===== src/sv/mkpc_pkg.sv =====
package mkpc_pkg;

  localparam int NUM_KEYS  = 3;
  localparam int TIME_BITS = 32;

  // fixed field widths
  localparam int NOW_BITS      = 32;
  localparam int KEY_NUM_BITS  = 2;
  localparam int THRESH_BITS   = 16;
  localparam int CFG_IDX_BITS  = 2;
  localparam int CFG_DATA_BITS = 16;

  localparam int KIDX_W = (NUM_KEYS > 1) ? $clog2(NUM_KEYS) : 1;

  localparam logic [THRESH_BITS-1:0] LONG_PRESS_RESET = 16'd1000;

  typedef enum logic [CFG_IDX_BITS-1:0] {
    REG_HOLD_THRESH    = 2'd0,
    REG_EVENTS_ENABLED = 2'd1
  } cfg_reg_t;

  typedef enum logic {
    KIND_SHORT = 1'b0,
    KIND_LONG  = 1'b1
  } evt_kind_t;

  typedef struct packed {
    logic                read_ok;
    logic [NUM_KEYS-1:0] key_levels;
    logic [NOW_BITS-1:0] now_ms;
  } scan_t;

  typedef struct packed {
    logic [KEY_NUM_BITS-1:0] key_number;
    logic                    event_kind;
    logic                    last_of_scan;
  } evt_t;

  // what one lane found for the current scan
  typedef struct packed {
    logic fire;
    logic kind;
  } lane_ev_t;

endpackage


===== src/sv/multi_key_press_classifier.sv =====
// multi-key press classifier
// scan channel (scan_valid/scan_ready/scan_data): one beat per key scan with
//   the active-low key levels, a millisecond timestamp and a read-ok flag;
//   a beat with read_ok low is taken and changes nothing
// event channel (evt_valid/evt_ready/evt_data): one beat per short or long
//   press, in key order, last_of_scan set on the final beat of a scan
// config channel (cfg_valid/cfg_ready/cfg_index/cfg_data): always ready,
//   index 0 = hold threshold in ms, 1 = events_enabled, other indexes ignored
// event path: the first event of a scan goes from the pending set register
//   to the output register before it is on evt_valid
// throughput: one cycle per scan that yields no event; a scan with k events
//   holds scan_ready low until the per-key pending set has drained, since
//   the merge stage moves one event per cycle into the output register
// a stalled receiver stops the drain; the held output register still lets
//   a new scan be taken once the pending set is empty
// reset: no key pressed, start times zero, hold threshold = 1000 ms,
//   events off
module multi_key_press_classifier (
  input  logic                              clk,
  input  logic                              rst,
  input  logic                              scan_valid,
  output logic                              scan_ready,
  input  mkpc_pkg::scan_t                   scan_data,
  output logic                              evt_valid,
  input  logic                              evt_ready,
  output mkpc_pkg::evt_t                    evt_data,
  input  logic                              cfg_valid,
  output logic                              cfg_ready,
  input  logic [mkpc_pkg::CFG_IDX_BITS-1:0] cfg_index,
  input  logic [mkpc_pkg::CFG_DATA_BITS-1:0] cfg_data
);
  import mkpc_pkg::*;

  logic [THRESH_BITS-1:0] hold_thresh;
  logic                   events_enabled;

  logic                   busy;
  logic                   accept;
  logic                   step;
  logic [TIME_BITS-1:0]   now;
  lane_ev_t               ev [NUM_KEYS];

  // config registers
  assign cfg_ready = 1'b1;

  always_ff @(posedge clk) begin
    if (rst) begin
      hold_thresh    <= LONG_PRESS_RESET;
      events_enabled <= 1'b0;
    end else if (cfg_valid && cfg_ready) begin
      unique case (cfg_index)
        REG_HOLD_THRESH:    hold_thresh    <= cfg_data;
        REG_EVENTS_ENABLED: events_enabled <= cfg_data[0];
        default: ;
      endcase
    end
  end

  // a scan is taken only when no event of an earlier scan is still pending
  assign scan_ready = ~busy;
  assign accept     = scan_valid & scan_ready;
  assign step       = accept & scan_data.read_ok;
  assign now        = TIME_BITS'(scan_data.now_ms);

  // one lane per key, all keys classified in the accept cycle
  for (genvar k = 0; k < NUM_KEYS; k++) begin : g_lane
    mkpc_lane u_lane (
      .clk            (clk),
      .rst            (rst),
      .step           (step),
      .level          (scan_data.key_levels[k]),
      .now            (now),
      .hold_thresh    (hold_thresh),
      .events_enabled (events_enabled),
      .ev             (ev[k])
    );
  end

  // serializes the lane results onto the event channel
  mkpc_merge u_merge (
    .clk       (clk),
    .rst       (rst),
    .load      (accept),
    .ev        (ev),
    .busy      (busy),
    .evt_valid (evt_valid),
    .evt_ready (evt_ready),
    .evt_data  (evt_data)
  );

`ifndef SYNTH
  // nothing becomes pending from a scan taken while events are off
  a_disabled_quiet: assert property (@(posedge clk) disable iff (rst)
    (accept && !events_enabled) |=> !busy)
    else $error("event pending after scan taken with events disabled");

  // a beat that is not the last of its scan has more events behind it
  a_last_flag: assert property (@(posedge clk) disable iff (rst)
    (evt_valid && !evt_data.last_of_scan) |-> busy)
    else $error("non-final event with nothing pending");

  // events name a real key
  a_key_range: assert property (@(posedge clk) disable iff (rst)
    evt_valid |-> (32'(evt_data.key_number) < NUM_KEYS))
    else $error("event key number out of range");
`endif

endmodule


===== src/sv/mkpc_lane.sv =====
module mkpc_lane (
  input  logic                                clk,
  input  logic                                rst,
  input  logic                                step,
  input  logic                                level,
  input  logic [mkpc_pkg::TIME_BITS-1:0]      now,
  input  logic [mkpc_pkg::THRESH_BITS-1:0]    hold_thresh,
  input  logic                                events_enabled,
  output mkpc_pkg::lane_ev_t                  ev
);
  import mkpc_pkg::*;

  logic                 was_pressed;
  logic                 long_fired;
  logic [TIME_BITS-1:0] press_start_time;

  logic                 pressed;
  logic [TIME_BITS-1:0] held;
  logic                 below;
  logic                 fire_short;
  logic                 fire_long;

  assign pressed    = ~level;
  assign held       = now - press_start_time;
  assign below      = held < TIME_BITS'(hold_thresh);
  assign fire_short = step & ~pressed & was_pressed & below & ~long_fired & events_enabled;
  assign fire_long  = step & pressed & was_pressed & ~long_fired & ~below & events_enabled;

  assign ev.fire = fire_short | fire_long;
  assign ev.kind = fire_long ? KIND_LONG : KIND_SHORT;

  always_ff @(posedge clk) begin
    if (rst) begin
      was_pressed      <= 1'b0;
      long_fired       <= 1'b0;
      press_start_time <= '0;
    end else if (step) begin
      was_pressed <= pressed;
      if (pressed && !was_pressed) begin
        press_start_time <= now;
        long_fired       <= 1'b0;
      end else if (fire_long) begin
        long_fired <= 1'b1;
      end
    end
  end

endmodule


===== src/sv/mkpc_merge.sv =====
module mkpc_merge (
  input  logic                  clk,
  input  logic                  rst,
  input  logic                  load,
  input  mkpc_pkg::lane_ev_t    ev [mkpc_pkg::NUM_KEYS],
  output logic                  busy,
  output logic                  evt_valid,
  input  logic                  evt_ready,
  output mkpc_pkg::evt_t        evt_data
);
  import mkpc_pkg::*;

  logic [NUM_KEYS-1:0] pend;
  logic [NUM_KEYS-1:0] pend_next;
  logic [NUM_KEYS-1:0] kinds;
  logic [KIDX_W-1:0]   sel;
  logic                move;

  // lowest pending key goes first
  always_comb begin
    sel = '0;
    for (int i = NUM_KEYS - 1; i >= 0; i--) begin
      if (pend[i]) sel = KIDX_W'(i);
    end
  end

  assign move = (pend != '0) && (!evt_valid || evt_ready);

  always_comb begin
    pend_next = pend;
    if (move) pend_next[sel] = 1'b0;
  end

  assign busy = pend != '0;

  always_ff @(posedge clk) begin
    if (rst) begin
      pend      <= '0;
      evt_valid <= 1'b0;
    end else begin
      if (load) begin
        for (int i = 0; i < NUM_KEYS; i++) pend[i] <= ev[i].fire;
      end else begin
        pend <= pend_next;
      end
      if (move) evt_valid <= 1'b1;
      else if (evt_ready) evt_valid <= 1'b0;
    end
  end

  always_ff @(posedge clk) begin
    if (load) begin
      for (int i = 0; i < NUM_KEYS; i++) kinds[i] <= ev[i].kind;
    end
    if (move) begin
      evt_data.key_number   <= KEY_NUM_BITS'(sel);
      evt_data.event_kind   <= kinds[sel];
      evt_data.last_of_scan <= pend_next == '0;
    end
  end

endmodule

===== config.mk =====
export PLATFORM = sky130hd
export DESIGN_NAME = multi_key_press_classifier
export DESIGN_NICKNAME = d
export VERILOG_FILES = /design/src/sv/mkpc_pkg.sv /design/src/sv/multi_key_press_classifier.sv /design/src/sv/mkpc_lane.sv /design/src/sv/mkpc_merge.sv
export SDC_FILE = /design/constraint.sdc
export NUM_CORES = 1
export LEC_CHECK = 0
export BUFFER_PORTS_ARGS = -buffer_cell sky130_fd_sc_hd__buf_2
export CORE_AREA = 2 2 187 189
export CTS_CLUSTER_SIZE = 8
export DETAILED_ROUTE_END_ITERATION = 12
export DIE_AREA = 0 0 189 191
export SLEW_MARGIN = 20
export SYNTH_ARGS = -nofsm -noshare
export SYNTH_HDL_FRONTEND = slang
export SYNTH_SLANG_ARGS = --single-unit

===== constraint.sdc =====
create_clock -name clk -period 6.8 [get_ports clk]
set_clock_uncertainty 0.2 [all_clocks]
set_input_delay 1.02 -clock clk [delete_from_list [all_inputs] [get_ports clk]]
set_output_delay 1.02 -clock clk [all_outputs]
set_load 0.01 [all_outputs]

==> metrics <==
RSZ-0062 raised after global routing=no; vertical die dimension=between 150 and 200 um; Congestion Overflow GR=0; Worst Path Required=6.77 ns; buffer depth of the longest clock path=2; CTS root buffer=sky130_fd_sc_hd__clkbuf_16; area overhead of the layout relative to synthesis=11.06%; number of nets produced by synthesis=1828; Avg WL per Cell=approximately 17 um; syn_area_per_cell=7.209 sq um; IR Drop Worst-Case VDD=0.1982 mV; worst-case headroom to the max-slew limit=between 20% and 30%; final-report hold violation count=0; post-cts gate resize count=0; commonest non-fill, non-tap cells in the layout=311 x sky130_fd_sc_hd__nand2_1, 220 x sky130_fd_sc_hd__a21oi_1, 138 x sky130_fd_sc_hd__ha_1, 134 x sky130_fd_sc_hd__inv_1, 123 x sky130_fd_sc_hd__dfxtp_1; fraction of layout instances using a drive strength above 1=under 10%; status=complete, no violations; Yosys cell types=85; Avg Vias per Cell=5.486; Crit. End Element=flop; launch instance of the worst register-to-register path=g_lane[2].u_lane.press_start_time[8]$_SDFFE_PP0P_; number of storage elements in the synthesis netlist=130; count of filler cells inserted in the layout=3577; most common flop cell mapped by yosys=sky130_fd_sc_hd__dfxtp_1; # IOs=66; EDFF count, synth=7; Worst Setup Slack, final=1.323 ns; placement-stage worst setup slack=0.9535 ns; Cells after Synth=1628; final-layout setup total negative slack=0 ns; fraction of the mapped netlist area in simple logic gates=22.06%; Initial Utilization=between 30% and 40%; Clock H-tree levels=4; Routed Antenna Nets=0; input/output buffers=64; wire length of the first global-routing pass=58620 um; DRT Pass-1 Iters=5; adder-cell share of the synthesized area=15.31%; share of the yosys chip area belonging to registers=22.77%; hold buffer count at CTS=0; CTS tree=yes; largest net degree at the start of global routing=74; cell type with the largest total area after synthesis=sky130_fd_sc_hd__dfxtp_1; class of the worst hold path=reg -> reg; hpwl dp=28590 um; Max Fanout on Critical Path=4; overall track demand over capacity in global routing=20.60%; portion of netlist area occupied by mux cells=1.290%; Reg clk slew, reported paths=0.07 ns; power per cell area=194.6 nW/um^2; clock latency on the worst-skew pair=0.46 ns; total number of vias=11614; period utilisation layout=80.54%; reg-to-reg slack, setup=1.70 ns; overall die area=36100 sq um; placer's final routability congestion estimate=0.9390; clock period minus final worst setup slack=5.477 ns; final setup fails=0; ant diodes=0; number of warnings printed during yosys synthesis=0; cells taking the most area after synthesis=sky130_fd_sc_hd__dfxtp_1 21%, sky130_fd_sc_hd__ha_1 15%, sky130_fd_sc_hd__nand2_1 9.9%; count of buffers added by post-CTS timing repair for setup=0; remaining design rule violation count=0; floorplan core area=roughly 34000 sq um; clock net sink count=130; number of max-cap violations=0; DRT iter0 DRCs=769; largest family of logic cells by synthesized area=compound AO/OA/AOI/OAI gates; share of synthesized flip-flops with an asynchronous set or reset=0%; die extent in x=189 um; wire length after detailed routing=36860 um; compound-cell area share of the yosys netlist=27.33%; worst-margin pin slew=approximately 1.1 ns; initial antenna violation count=0; vias in the first global route=around 11000; maximum achievable frequency=182.6 MHz; final instance area=13030 sq um; Worst EP arrival=between 5 and 6 ns; number of buffers created by CTS=17; number of placement rows=just under 70; most common cell after layout, fill and taps aside=sky130_fd_sc_hd__nand2_1; count of nets after finishing=1849; proportion of netlist area held by the largest area contributor=20.98%; count of pins over their slew limit=0; timing startpoint of the critical path=scan_data[0]; leakage power total=4.885 nW; Critical Path Start Type=input port; netlist area before placement=roughly 12000 sq um; critical path start-end classification=in -> reg; parity-gate share of the synthesized area counting xor and xnor cells=4.478%; DP Area=12420 sq um; worst min-delay path startpoint=g_lane[1].u_lane.press_start_time[19]$_SDFFE_PP0P_
[worst max-delay path, stage by stage]
cell                        delay, ns
sky130_fd_sc_hd__buf_2           0.11
sky130_fd_sc_hd__inv_1           0.08
sky130_fd_sc_hd__ha_1            0.24
sky130_fd_sc_hd__fa_1            0.44
sky130_fd_sc_hd__nor2b_1         0.19
sky130_fd_sc_hd__o2111ai_1       0.15
sky130_fd_sc_hd__a21oi_1         0.31
sky130_fd_sc_hd__a211oi_1        0.21
sky130_fd_sc_hd__xnor2_1         0.18
sky130_fd_sc_hd__ha_1            0.31
sky130_fd_sc_hd__nand2_1         0.07
sky130_fd_sc_hd__nor2_1          0.04
sky130_fd_sc_hd__a2111oi_0       0.43
sky130_fd_sc_hd__o21ai_0         0.16
sky130_fd_sc_hd__nor4_1          0.28
sky130_fd_sc_hd__o311ai_1        0.16
sky130_fd_sc_hd__nor3_1          0.14
sky130_fd_sc_hd__nand3_1         0.10
sky130_fd_sc_hd__nor4_1          0.73
sky130_fd_sc_hd__nor4_1          0.09
[registers in the layout (all words and copies together), names as in the netlist, 3 cells and up]
signal / count
hold_thresh: 16
g_lane.u_lane.long_fired: 3
u_merge.pend: 3
u_merge.kinds: 3
g_lane.u_lane.press_start_time: 96
u_merge.evt_data: 4
g_lane.u_lane.was_pressed: 3
[final cells by class]
cell class | instances | area [sq um] | area share, %
clock inverters | 12 | 156.4 | 1.200
well taps | 455 | 569.3 | 4.368
inverters | 135 | 506.7 | 3.888
flip-flops and latches | 130 | 2673 | 20.50
multi-input cells | 1294 | 8297 | 63.66
repair buffers | 71 | 375.4 | 2.880
clock buffers | 20 | 456.7 | 3.504
[cells in the mapped netlist, types with 10 or more instances]
| cell type | number |
|---|---|
| sky130_fd_sc_hd__o211ai_1 | 22 |
| sky130_fd_sc_hd__nand2_1 | 311 |
| sky130_fd_sc_hd__o2111ai_1 | 11 |
| sky130_fd_sc_hd__nor3_1 | 30 |
| sky130_fd_sc_hd__xor2_1 | 24 |
| sky130_fd_sc_hd__o21a_1 | 31 |
| sky130_fd_sc_hd__nor2b_1 | 17 |
| sky130_fd_sc_hd__nand3_1 | 26 |
| sky130_fd_sc_hd__nand2b_1 | 10 |
| sky130_fd_sc_hd__o21bai_1 | 11 |
| sky130_fd_sc_hd__inv_1 | 134 |
| sky130_fd_sc_hd__or4_1 | 10 |
| sky130_fd_sc_hd__nor2_1 | 72 |
| sky130_fd_sc_hd__clkbuf_1 | 55 |
| sky130_fd_sc_hd__o21ai_0 | 65 |
| sky130_fd_sc_hd__a21oi_1 | 220 |
| sky130_fd_sc_hd__a211oi_1 | 21 |
| sky130_fd_sc_hd__nor4_1 | 10 |
| sky130_fd_sc_hd__a21o_1 | 37 |
| sky130_fd_sc_hd__dfxtp_1 | 123 |
| sky130_fd_sc_hd__a31oi_1 | 11 |
| sky130_fd_sc_hd__nand4_1 | 30 |
| sky130_fd_sc_hd__ha_1 | 138 |
| sky130_fd_sc_hd__xnor2_1 | 36 |
[routing by layer]
layer / global-route usage [%] / vias to the layer above / share of wire, % / wire length [um]
li1: - / 5836 / - / -
met1: 25.88 / 5445 / 46 / 16980
met2: 35.94 / 284 / 47 / 17480
met3: 3.249 / 49 / 4.4 / 1627
met4: 6.641 / 0 / 2.1 / 779
met5: 0 / - / 0 / 0
[path summary, 6_finish.rpt]
kind / to / depth (start not counted)
worst max register to register: u_merge.kinds[2]$_DFFE_PP_ / 20
worst min-delay path: g_lane[1].u_lane.press_start_time[19]$_SDFFE_PP0P_ / 2
worst max-delay path: u_merge.kinds[2]$_DFFE_PP_ / 20
worst min register to register: g_lane[1].u_lane.press_start_time[19]$_SDFFE_PP0P_ / 2
[through the flow]
stage	hold WS [ns]	utilization (%)	cells	total power [W]
final	0.2527	38.20	2117	0.002536
after global routing	0.2670	38.20	2117	0.002668
after CTS	0.2549	38.20	2117	0.002548
after detailed placement	0.2465	36.41	2085	0.001554
after global placement	0.2416	36.41	2085	0.001545
after floorplan	0.2363	-	1628	0.001350
[cell families after synthesis]
| family | Yosys count |
|---|---|
| simple gates | 567 |
| compound gates | 510 |
| buf+inv | 204 |
| fa+ha+maj | 142 |
| flops | 130 |
| xor+xnor | 60 |
| mux | 14 |
| other cells | 1 |
[power by group]
part	switching, W	leakage, nW	internal, W
Sequential	0.0000129	1.07	0.000792
Clock	0.000392	0.301	0.000597
Combinational	0.000459	3.52	0.000283
No activity file was read; power rests on OpenSTA's default activity.
